<file path="src/ssim_pkg.sv">
`default_nettype none

package ssim_pkg;

	// Sequencer states of the store controller.
	typedef enum logic [2:0] {
		ST_IDLE,
		ST_INS_RD,
		ST_INS_CMP,
		ST_MRG_RD,
		ST_MRG_CMP,
		ST_RESP
	} state_t;

	// Command codes on the input channel.
	localparam logic [1:0] CMD_INS_A = 2'd0;
	localparam logic [1:0] CMD_INS_B = 2'd1;
	localparam logic [1:0] CMD_MERGE = 2'd2;

	// Status codes on the output channel.
	localparam logic [1:0] STAT_INSERTED = 2'd0;
	localparam logic [1:0] STAT_FULL     = 2'd1;
	localparam logic [1:0] STAT_ITEM     = 2'd2;
	localparam logic [1:0] STAT_EMPTY    = 2'd3;

	localparam int unsigned VAL_W = 32;

	// Signed greater-than on raw 32-bit store words.
	function automatic logic sgt(input logic [VAL_W-1:0] x, input logic [VAL_W-1:0] y);
		return $signed(x) > $signed(y);
	endfunction

endpackage

`default_nettype wire

</file>
<file path="src/sorted_store_insert_merge_top.sv">
`default_nettype none

// Two ascending sorted stores, A and B, of signed 32-bit values.
// Input channel (in_valid/in_stall, command, value): command 0 inserts value
// into store A, command 1 into store B, command 2 asks for a merge, and
// command 3 is taken and ignored. Output channel (out_valid/out_stall,
// status, item, last) carries the result words.
// An insert gives one word: inserted, or full when the store already holds
// CAPACITY values (the value is then dropped). Each stored value larger than
// the new one is read and written one place up through the memory ports,
// one per cycle.
// A merge gives every value of both stores in ascending order, one word per
// cycle while the output is not stalled, after a read start-up state;
// last marks the final word. Two empty stores give a single empty word.
// The stores are not changed by a merge. The block works on one command
// at a time.
// Reset clears both fill counts, so both stores start empty; the memory
// contents need no clearing. A stall on the output simply holds the word
// in the output register and pauses the sequencer until it is taken.
module sorted_store_insert_merge_top
	import ssim_pkg::*;
#(
	parameter int CAPACITY = 32
) (
	input  wire logic               clk,
	input  wire logic               arst_n,
	input  wire logic               in_valid,
	output logic                    in_stall,
	input  wire logic [1:0]         command,
	input  wire logic signed [31:0] value,
	output logic                    out_valid,
	input  wire logic               out_stall,
	output logic [1:0]              status,
	output logic signed [31:0]      item,
	output logic                    last
);

	// Count width holds CAPACITY itself, address width indexes the stores.
	localparam int CW = $clog2(CAPACITY + 1);
	localparam int AW = (CAPACITY > 1) ? $clog2(CAPACITY) : 1;

	state_t state_q, state_d;

	// Fill counts and command context.
	logic [CW-1:0]    cnt_a_q, cnt_b_q;
	logic             sel_q;
	logic [VAL_W-1:0] val_q;
	logic [CW-1:0]    idx_q;
	logic [CW-1:0]    ia_q, ib_q;
	logic [1:0]       rsp_q;

	// Output register.
	logic             out_valid_q;
	logic [1:0]       status_q;
	logic [VAL_W-1:0] item_q;
	logic             last_q;

	// Memory ports.
	logic             a_we, b_we;
	logic [AW-1:0]    wr_addr;
	logic [VAL_W-1:0] wr_data;
	logic [AW-1:0]    rd_addr_a, rd_addr_b;
	logic [VAL_W-1:0] rd_a, rd_b;

	// Control from the output decoder.
	logic             accept;
	logic             out_free;
	logic             out_load;
	logic [1:0]       out_status_d;
	logic [VAL_W-1:0] out_item_d;
	logic             out_last_d;
	logic             ins_we;
	logic             cnt_inc;
	logic             idx_dec;
	logic             mrg_adv;
	logic             rsp_load;
	logic [1:0]       rsp_d;

	// Shared decode terms.
	logic [CW-1:0]    n_sel;
	logic             sel_full;
	logic             both_empty;
	logic [CW-1:0]    idx_m1, idx_m2;
	logic [VAL_W-1:0] rd_sel;
	logic             shift_up;
	logic             take_a;
	logic [CW-1:0]    ia_n, ib_n;
	logic             mrg_done;

	ssim_ram #(.WIDTH(VAL_W), .DEPTH(CAPACITY)) u_ram_a (
		.clk   (clk),
		.we    (a_we),
		.waddr (wr_addr),
		.wdata (wr_data),
		.raddr (rd_addr_a),
		.rdata (rd_a)
	);

	ssim_ram #(.WIDTH(VAL_W), .DEPTH(CAPACITY)) u_ram_b (
		.clk   (clk),
		.we    (b_we),
		.waddr (wr_addr),
		.wdata (wr_data),
		.raddr (rd_addr_b),
		.rdata (rd_b)
	);

	assign accept     = in_valid && (state_q == ST_IDLE);
	assign out_free   = !out_valid_q || !out_stall;
	assign n_sel      = command[0] ? cnt_b_q : cnt_a_q;
	assign sel_full   = (n_sel >= CW'(CAPACITY));
	assign both_empty = (cnt_a_q == '0) && (cnt_b_q == '0);
	assign idx_m1     = idx_q - CW'(1);
	assign idx_m2     = idx_q - CW'(2);

	// During an insert the walk goes from the top entry down; an entry larger
	// than the new value moves one place up, the first one that is not
	// larger leaves its upper neighbor free for the new value.
	assign rd_sel   = sel_q ? rd_b : rd_a;
	assign shift_up = sgt(rd_sel, val_q);

	// Merge pick: store A wins when store B is used up, else only when its head is
	// strictly smaller, so that equal heads leave store B first.
	assign take_a   = (ia_q < cnt_a_q) && ((ib_q >= cnt_b_q) || sgt(rd_b, rd_a));
	assign ia_n     = ia_q + CW'(take_a);
	assign ib_n     = ib_q + CW'(!take_a);
	assign mrg_done = (ia_n == cnt_a_q) && (ib_n == cnt_b_q);

	// Next state.
	always_comb begin
		state_d = state_q;
		unique case (state_q)
			ST_IDLE: begin
				if (accept) begin
					priority if (command == CMD_INS_A || command == CMD_INS_B) begin
						state_d = sel_full ? ST_RESP : ST_INS_RD;
					end else if (command == CMD_MERGE) begin
						state_d = both_empty ? ST_RESP : ST_MRG_RD;
					end else begin
						state_d = ST_IDLE;
					end
				end
			end
			ST_INS_RD: begin
				state_d = (idx_q == '0) ? ST_RESP : ST_INS_CMP;
			end
			ST_INS_CMP: begin
				if (shift_up) begin
					state_d = (idx_q == CW'(1)) ? ST_INS_RD : ST_INS_CMP;
				end else begin
					state_d = ST_RESP;
				end
			end
			ST_MRG_RD: begin
				state_d = ST_MRG_CMP;
			end
			ST_MRG_CMP: begin
				if (out_free && mrg_done) begin
					state_d = ST_IDLE;
				end
			end
			ST_RESP: begin
				if (out_free) begin
					state_d = ST_IDLE;
				end
			end
			default: state_d = ST_IDLE;
		endcase
	end

	// Outputs of the sequencer.
	always_comb begin
		in_stall     = (state_q != ST_IDLE);
		ins_we       = 1'b0;
		wr_addr      = idx_q[AW-1:0];
		wr_data      = val_q;
		rd_addr_a    = ia_q[AW-1:0];
		rd_addr_b    = ib_q[AW-1:0];
		out_load     = 1'b0;
		out_status_d = rsp_q;
		out_item_d   = '0;
		out_last_d   = 1'b1;
		cnt_inc      = 1'b0;
		idx_dec      = 1'b0;
		mrg_adv      = 1'b0;
		rsp_load     = 1'b0;
		rsp_d        = STAT_INSERTED;
		unique case (state_q)
			ST_IDLE: begin
				if (accept) begin
					if ((command == CMD_INS_A || command == CMD_INS_B) && sel_full) begin
						rsp_load = 1'b1;
						rsp_d    = STAT_FULL;
					end else if (command == CMD_MERGE && both_empty) begin
						rsp_load = 1'b1;
						rsp_d    = STAT_EMPTY;
					end
				end
			end
			ST_INS_RD: begin
				if (idx_q == '0) begin
					ins_we   = 1'b1;
					wr_addr  = '0;
					cnt_inc  = 1'b1;
					rsp_load = 1'b1;
				end else begin
					rd_addr_a = idx_m1[AW-1:0];
					rd_addr_b = idx_m1[AW-1:0];
				end
			end
			ST_INS_CMP: begin
				ins_we = 1'b1;
				if (shift_up) begin
					wr_data   = rd_sel;
					idx_dec   = 1'b1;
					rd_addr_a = idx_m2[AW-1:0];
					rd_addr_b = idx_m2[AW-1:0];
				end else begin
					cnt_inc  = 1'b1;
					rsp_load = 1'b1;
				end
			end
			ST_MRG_RD: begin
				// Pointers are zero here; the heads arrive in the next cycle.
			end
			ST_MRG_CMP: begin
				if (out_free) begin
					out_load     = 1'b1;
					out_status_d = STAT_ITEM;
					out_item_d   = take_a ? rd_a : rd_b;
					out_last_d   = mrg_done;
					mrg_adv      = 1'b1;
					rd_addr_a    = ia_n[AW-1:0];
					rd_addr_b    = ib_n[AW-1:0];
				end
			end
			ST_RESP: begin
				out_load = out_free;
			end
			default: begin
			end
		endcase
	end

	assign a_we = ins_we && !sel_q;
	assign b_we = ins_we && sel_q;

	// Control registers.
	always_ff @(posedge clk or negedge arst_n) begin
		if (!arst_n) begin
			state_q     <= ST_IDLE;
			cnt_a_q     <= '0;
			cnt_b_q     <= '0;
			out_valid_q <= 1'b0;
		end else begin
			state_q <= state_d;
			if (cnt_inc && !sel_q) begin
				cnt_a_q <= cnt_a_q + CW'(1);
			end
			if (cnt_inc && sel_q) begin
				cnt_b_q <= cnt_b_q + CW'(1);
			end
			out_valid_q <= out_load || (out_valid_q && out_stall);
		end
	end

	// Command context and output words.
	always_ff @(posedge clk) begin
		if (accept) begin
			sel_q <= command[0];
			val_q <= value;
			idx_q <= n_sel;
			ia_q  <= '0;
			ib_q  <= '0;
		end
		if (idx_dec) begin
			idx_q <= idx_m1;
		end
		if (mrg_adv) begin
			ia_q <= ia_n;
			ib_q <= ib_n;
		end
		if (rsp_load) begin
			rsp_q <= rsp_d;
		end
		if (out_load) begin
			status_q <= out_status_d;
			item_q   <= out_item_d;
			last_q   <= out_last_d;
		end
	end

	assign out_valid = out_valid_q;
	assign status    = status_q;
	assign item      = item_q;
	assign last      = last_q;

endmodule

`default_nettype wire

</file>
<file path="src/ssim_ram.sv">
`default_nettype none

module ssim_ram #(
	parameter int WIDTH = 32,
	parameter int DEPTH = 32,
	localparam int AW = (DEPTH > 1) ? $clog2(DEPTH) : 1
) (
	input  wire logic             clk,
	input  wire logic             we,
	input  wire logic [AW-1:0]    waddr,
	input  wire logic [WIDTH-1:0] wdata,
	input  wire logic [AW-1:0]    raddr,
	output logic      [WIDTH-1:0] rdata
);

	logic [WIDTH-1:0] mem [DEPTH];

	always_ff @(posedge clk) begin
		if (we) begin
			mem[waddr] <= wdata;
		end
		rdata <= mem[raddr];
	end

endmodule

`default_nettype wire
</file>
<file path="config.mk">
export PLATFORM = sky130hd
export DESIGN_NAME = sorted_store_insert_merge_top
export DESIGN_NICKNAME = d
export VERILOG_FILES = /design/src/ssim_pkg.sv /design/src/sorted_store_insert_merge_top.sv /design/src/ssim_ram.sv
export SDC_FILE = /design/constraint.sdc
export NUM_CORES = 2
export LEC_CHECK = 0
export BUFFER_PORTS_ARGS = -buffer_cell sky130_fd_sc_hd__buf_4
export CAP_MARGIN = 20
export CORE_UTILIZATION = 35
export DETAILED_ROUTE_END_ITERATION = 10
export SYNTH_ARGS = -nofsm -noshare
export SYNTH_HDL_FRONTEND = slang
export SYNTH_SLANG_ARGS = --single-unit
</file>
<file path="constraint.sdc">
create_clock -name clk -period 7.4 [get_ports clk]
set_clock_uncertainty 0.05 [all_clocks]
set_input_delay 0.37 -clock clk [delete_from_list [all_inputs] [get_ports clk]]
set_output_delay 0.37 -clock clk [all_outputs]
set_load 0.03 [all_outputs]
</file>
**Yosys cells after proc, flatten, opt, wreduce, memory -nomap -nowiden**

Memory sizes are Yosys's and may differ from the RTL's. A register that Yosys moved wholly into a read port is not among the register bits.
Cells that the tools add are included.

- Register bits: 104
- Latch bits: 0
- Bits in writable memories: 2048
- ROM bits: 0
- Output and inout bits: 37
- Memories: 2

Memory list:

| memory | words | bits a word | rd ports | clocked after memory_dff | write ports | RTL line | text |
|---|---|---|---|---|---|---|---|
| u_ram_a.mem | 32 | 32 | 1 | 1 | 1 | ssim_ram.sv:16 | `logic [WIDTH-1:0] mem [DEPTH];` |
| u_ram_b.mem | 32 | 32 | 1 | 1 | 1 | ssim_ram.sv:16 |  |

- $add $sub $neg: 6
- $mul: 0
- Divide/modulo/power cells: 0
- Order comparisons: 5
- Eq/ne operators: 13
- Shifts and indexed selects: 0
- Muxes and demuxes: 52
- Bitwise logic cells: 2
- Reductions and logical operators: 32

Operators with widths:

| kind | count |
|---|---|
| two-way mux 32 bit | 4 |
| greater-than comparator 32 bit | 2 |
| two-way mux 5 bit | 8 |
| two-way mux 6 bit | 6 |
| case mux 5 bit (3 select lines) | 2 |
| two-way mux 3 bit | 9 |
| logical NOT 6 bit | 3 |
| case mux 3 bit (6 select lines) | 1 |
| two-way mux 1 bit | 14 |
| adder 6 x 1 -> 6 bit | 2 |
| adder 6 x 1 -> 6 bit, second input constant | 2 |
| equality test 6 bit | 2 |
| logical AND 1 bit | 12 |
| two-way mux 2 bit | 4 |
| equality test 3 x 2 -> 1 bit, second input constant | 2 |
| equality test 3 bit, second input constant | 2 |
| equality test 6 x 1 -> 1 bit, second input constant | 1 |
| >= comparator 6 bit | 1 |
| >= comparator 6 bit, second input constant | 1 |
| < comparator 6 bit | 1 |
| != test 2 bit, second input constant | 3 |
| case mux 1 bit (2 select lines) | 3 |
| subtractor 6 x 1 -> 6 bit, second input constant | 1 |
| subtractor 5 x 2 -> 5 bit, second input constant | 1 |
| other kinds (14) | 23 |

**Depth between registers and ports, before layout**

- Depth after elaboration: 10
- Depth in mapped cells: 29
- Depth with buffers taken out: 24

**Hierarchy**

From an unflattened synthesis, not the netlist that was laid out.

- Cells, all modules: 5372
- Area, all modules: 88745.1 um2

By module, submodules not included:

| module | times used | cells an instance | area an instance (um2) | sequential area each (um2) |
|---|---|---|---|---|
| ssim_ram | 2 | 2260 | 40485.1 | 31390.1 |
| sorted_store_insert_merge_top | 1 | 852 | 7775.0 | 3042.9 |

**Worst setup path before layout**

No wires, ideal clock.

- Path type: register to register
- Start point: reg sel_q
- End point: mem u_ram_a.mem[0][27] (data pin)
- Library setup time: 0.702 ns
- Data arrival time: 5.502 ns
- Data required time: 6.648 ns
- Slack: 1.146 ns
- Stages on the path, launching flop included: 15
- Path buffers: 4
- Cells stage by stage: edfxtp_1 > clkbuf_1 > clkbuf_1 > nand2_1 > o21ai_0 > ha_1 > nand4_1 > nor4_1 > a21boi_1 > or4_1 > o21ai_2 > nor3_2 > clkbuf_1 > clkbuf_1 > o21ai_0

- Word-level cells in the longest chain between the ends: 4

Ends and longest elaborated chain:

| what | RTL line | text |
|---|---|---|
| from (decl) | sorted_store_insert_merge_top.sv:46 | `logic sel_q;` |
| from (signal assigned) | sorted_store_insert_merge_top.sv:270 | `sel_q <= command[0];` |
| two-way mux 32 bit (*) | sorted_store_insert_merge_top.sv:119 | `assign rd_sel = sel_q ? rd_b : rd_a;` |
| greater-than comparator 32 bit | ssim_pkg.sv:30 | `return $signed(x) > $signed(y);` |
| two-way mux 32 bit (*) | sorted_store_insert_merge_top.sv:213 | `if (shift_up) begin` |
| two-way mux 32 bit (*) | sorted_store_insert_merge_top.sv:188 | `unique case (state_q)` |
| net u_ram_a.wdata[27] | ssim_ram.sv:11 | `input wire logic [WIDTH-1:0] wdata,` |
| to (decl) | ssim_ram.sv:16 |  |

The timed path passes the listed nets; every way through them passes the cells marked *.

**Worst setup path in the final report**

- Start point: reg sel_q
- End point: reg u_ram_a.rdata[25] (read register of u_ram_a.mem)

- Word-level cells in the longest chain between the ends: 4

Ends and longest elaborated chain:

| what | RTL line | text |
|---|---|---|
| two-way mux 32 bit | sorted_store_insert_merge_top.sv:119 |  |
| greater-than comparator 32 bit | ssim_pkg.sv:30 |  |
| two-way mux 5 bit | sorted_store_insert_merge_top.sv:213 |  |
| case mux 5 bit (3 select lines) | sorted_store_insert_merge_top.sv:188 |  |
| to (decl) | ssim_ram.sv:13 | `output logic [WIDTH-1:0] rdata` |

No other way between the ends.
A chain may end at the register's enable or synchronous reset.

==> results.json <==
{
  "min_from": "value[15]",
  "ios": 75,
  "coreArea_mm2": 0.2604,
  "via_per_inst": 5.830,
  "place.gp.congestion": 0.9924,
  "cts_sinks": 2216,
  "drt.antenna.violating_nets": 0,
  "area_growth_syn_to_layout_pct": 16.40,
  "post_cts_buffers": 0,
  "rsz0062_at_grt": "false",
  "hp-class": "primary input to flop",
  "fmax_mhz": 141.0,
  "die_y_um": 514.8,
  "dp_hpwl_mm": 168.3,
  "drive_gt1_share_pct": 14.23,
  "setup_viol": 0,
  "slew_viol_final": 0,
  "finalSetupTns_ns": 0,
  "layout_common_cells": "2136 x edfxtp_1, 513 x mux2i_1, 355 x buf_4, 246 x nand4_1, 242 x nand2_1",
  "cts_tree": "done",
  "regArea_mm2": 0.06582,
  "placed_cell_area_mm2": 0.09977,
  "dp.cells": 9569,
  "final-instance-count-excl-fill": 10008,
  "pre_cts_slack_ns": 0.5873,
  "synth_area_mm2": 0.09204,
  "cts.htree.levels": 4,
  "cts_buffer_depth": 3,
  "dieArea_mm2": 0.2650,
  "vias": 58349,
  "fillCellCount": 23325,
  "portBuffers": 74,
  "layout_commonest_cell": "edfxtp_1",
  "cp-start-kind": "flop",
  "crit_start": "sel_q",
  "cts-root-buf": "clkbuf_16",
  "ctsResizeCount": 0,
  "max_cap_viol_count": 0,
  "synth-edff-count": 2136,
  "synth_ff_type": "edfxtp_1",
  "synth_area_per_cell_um2": 14.97,
  "end_kind": "flop",
  "die_w_um": 514.8,
  "maxSlewHeadroom_pct": 27.17,
  "grt_pass1_wl_mm": 405.9,
  "critPathMaxFanout": 52,
  "status": "finished clean",
  "cts_buffers": 210,
  "fin_crit_ns": 7.093,
  "crit_arrival_ns": 7.70,
  "floorplan.initialDensity_pct": 35.34,
  "grt-ovfl-total": 0,
  "drtIter0Drc": 7781,
  "grt_max_degree": 143,
  "grt_pass1_vias": 56270,
  "seq_area_frac_synth_pct": 71.52,
  "synth_top_area_cell": "edfxtp_1",
  "ys_seq_elements": 2216,
  "yosysUniqueCellTypes": 81,
  "drt-total-wl_mm": 284.7,
  "syn-instance-count": 6149,
  "synthArstFlopShare_pct": 0.7220,
  "synthDominantCellAreaShare_pct": 69.69,
  "grt_util_all_layers_pct": 20.98,
  "r2r-start": "sel_q",
  "layout_setup_ws_ns": 0.3066,
  "syn_nets": 6278,
  "final_area_mm2": 0.1071,
  "worst_pin_slew_ns": 1.088,
  "grt_antenna_before_repair": 16,
  "period_share_pct": 95.86,
  "hold_viol": 0,
  "wl_per_cell_um": 28.45,
  "cts.clk_slew.worst_paths_ns": 0.06,
  "clk_latency_ns": 0.89,
  "rows": 187,
  "synth_area_leaders": "edfxtp_1 70%, mux2i_1 5.6%, a211oi_1 1.9%, nand4_1 1.7%, o31ai_1 1.6%",
  "path_class": "flop to flop",
  "synth-warning-count": 0,
  "drtPass1Iterations": 10,
  "drc": 0,
  "multi_input_area_mm2": 0.02477,
  "cp.required_ns": 8.00,
  "nets": 6456
}
-- final timing paths --
kind / end / slack [ns] / depth (start not counted)
setup / recovery: u_ram_a.rdata[25] / 0.31 / 16
min in group asynchronous: cnt_a_q[5] / 0.78 / 3
max in group asynchronous: cnt_b_q[0] / 5.99 / 3
setup reg to reg: u_ram_a.rdata[25] / 0.31 / 16
hold reg to reg: cnt_a_q[2] / 0.50 / 1
hold / removal: val_q[15] / 0.17 / 2
-- state kept, by name (all words and copies together), names as in the netlist --
| signal | count |
|---|---|
| u_ram_a.rdata | 32 |
| idx_q | 6 |
| sel_q | 1 |
| ib_q | 6 |
| item | 32 |
| status | 2 |
| cnt_a_q | 6 |
| state_q | 3 |
| last | 1 |
| out_valid | 1 |
| u_ram_b.rdata | 32 |
| rsp_q | 2 |
| cnt_b_q | 6 |
| ia_q | 6 |
| val_q | 32 |
| u_ram_b.mem | 1024 |
| u_ram_a.mem | 1024 |
-- Yosys cell counts, types with 64 or more instances --
master / number
a211o_1: 97
o2bb2ai_1: 103
a222oi_1: 65
and3_1: 135
clkbuf_1: 357
o31ai_1: 194
and4_1: 65
ha_1: 91
nand4_1: 246
dfxtp_1: 64
buf_2: 100
nand3_1: 209
mux2i_1: 513
o21ai_0: 127
inv_1: 92
nand2_1: 250
nor4_1: 231
nor2_1: 135
and2_1: 69
o22ai_1: 101
nor3_1: 78
a21oi_1: 102
a211oi_1: 237
edfxtp_1: 2136
-- per-stage QoR --
step / utilization, % / hold WS (ns)
finish: 41.14 / 0.1734
global route: 41.13 / 0.1493
CTS: 41.10 / 0.1291
detailed placement: 38.31 / 0.2101
global placement: 38.24 / 0.2106
floorplan: - / 0.02441
-- cell type report --
class                      instances  area share, %
clock inverter                   114          1.105
sequential                      2216          61.44
antenna                           10        0.02336
multi-input combinational       3319          23.12
inverter                          92         0.3270
clock buffer                     273          5.315
tap                             3496          4.083
timing repair buffer             488          4.581
-- cell families (layout without fill, tap and decap cells) --
family,count (synthesis),in the layout,synth area share [%]
simple gates,1506,1506,9.217
fa+ha+maj,91,91,1.237
buf+inv,614,967,2.762
compound gates,1168,1168,9.291
mux,515,515,5.604
xor+xnor,39,39,0.3711
flops,2216,2216,71.52
other cells,0,10,0
-- metal layers --
metal  GRT usage, %  up-vias  routed length [um]
li1               -    25093                   -
met1          28.77    29832              116500
met2          32.38     2928              129500
met3          3.698      492               25560
met4          9.556        4               13210
met5              0        -                  21
-- worst max-delay path, stage by stage (launching register included) --
cell      delay [ns]
edfxtp_1        0.70
buf_4           0.34
o21ai_0         0.55
ha_1            0.37
nand4_1         0.19
nor3_1          0.08
a22oi_1         0.62
nand3_1         0.28
o21a_1          0.56
a41o_4          0.44
nor3_4          0.48
buf_12          0.36
buf_12          0.33
mux2i_1         0.15
o22ai_1         0.19
a211oi_1        0.08
nor4_1          0.92
-- repair_timing --
item                                   CTS  global route
hold buffers                            39             0
endpoints found under the hold margin   61             0
setup endpoints to repair                0             0
Power is left out: the tool's default activity adds up to more than one toggle a clock period on the data nets, which glitch-free logic cannot reach.
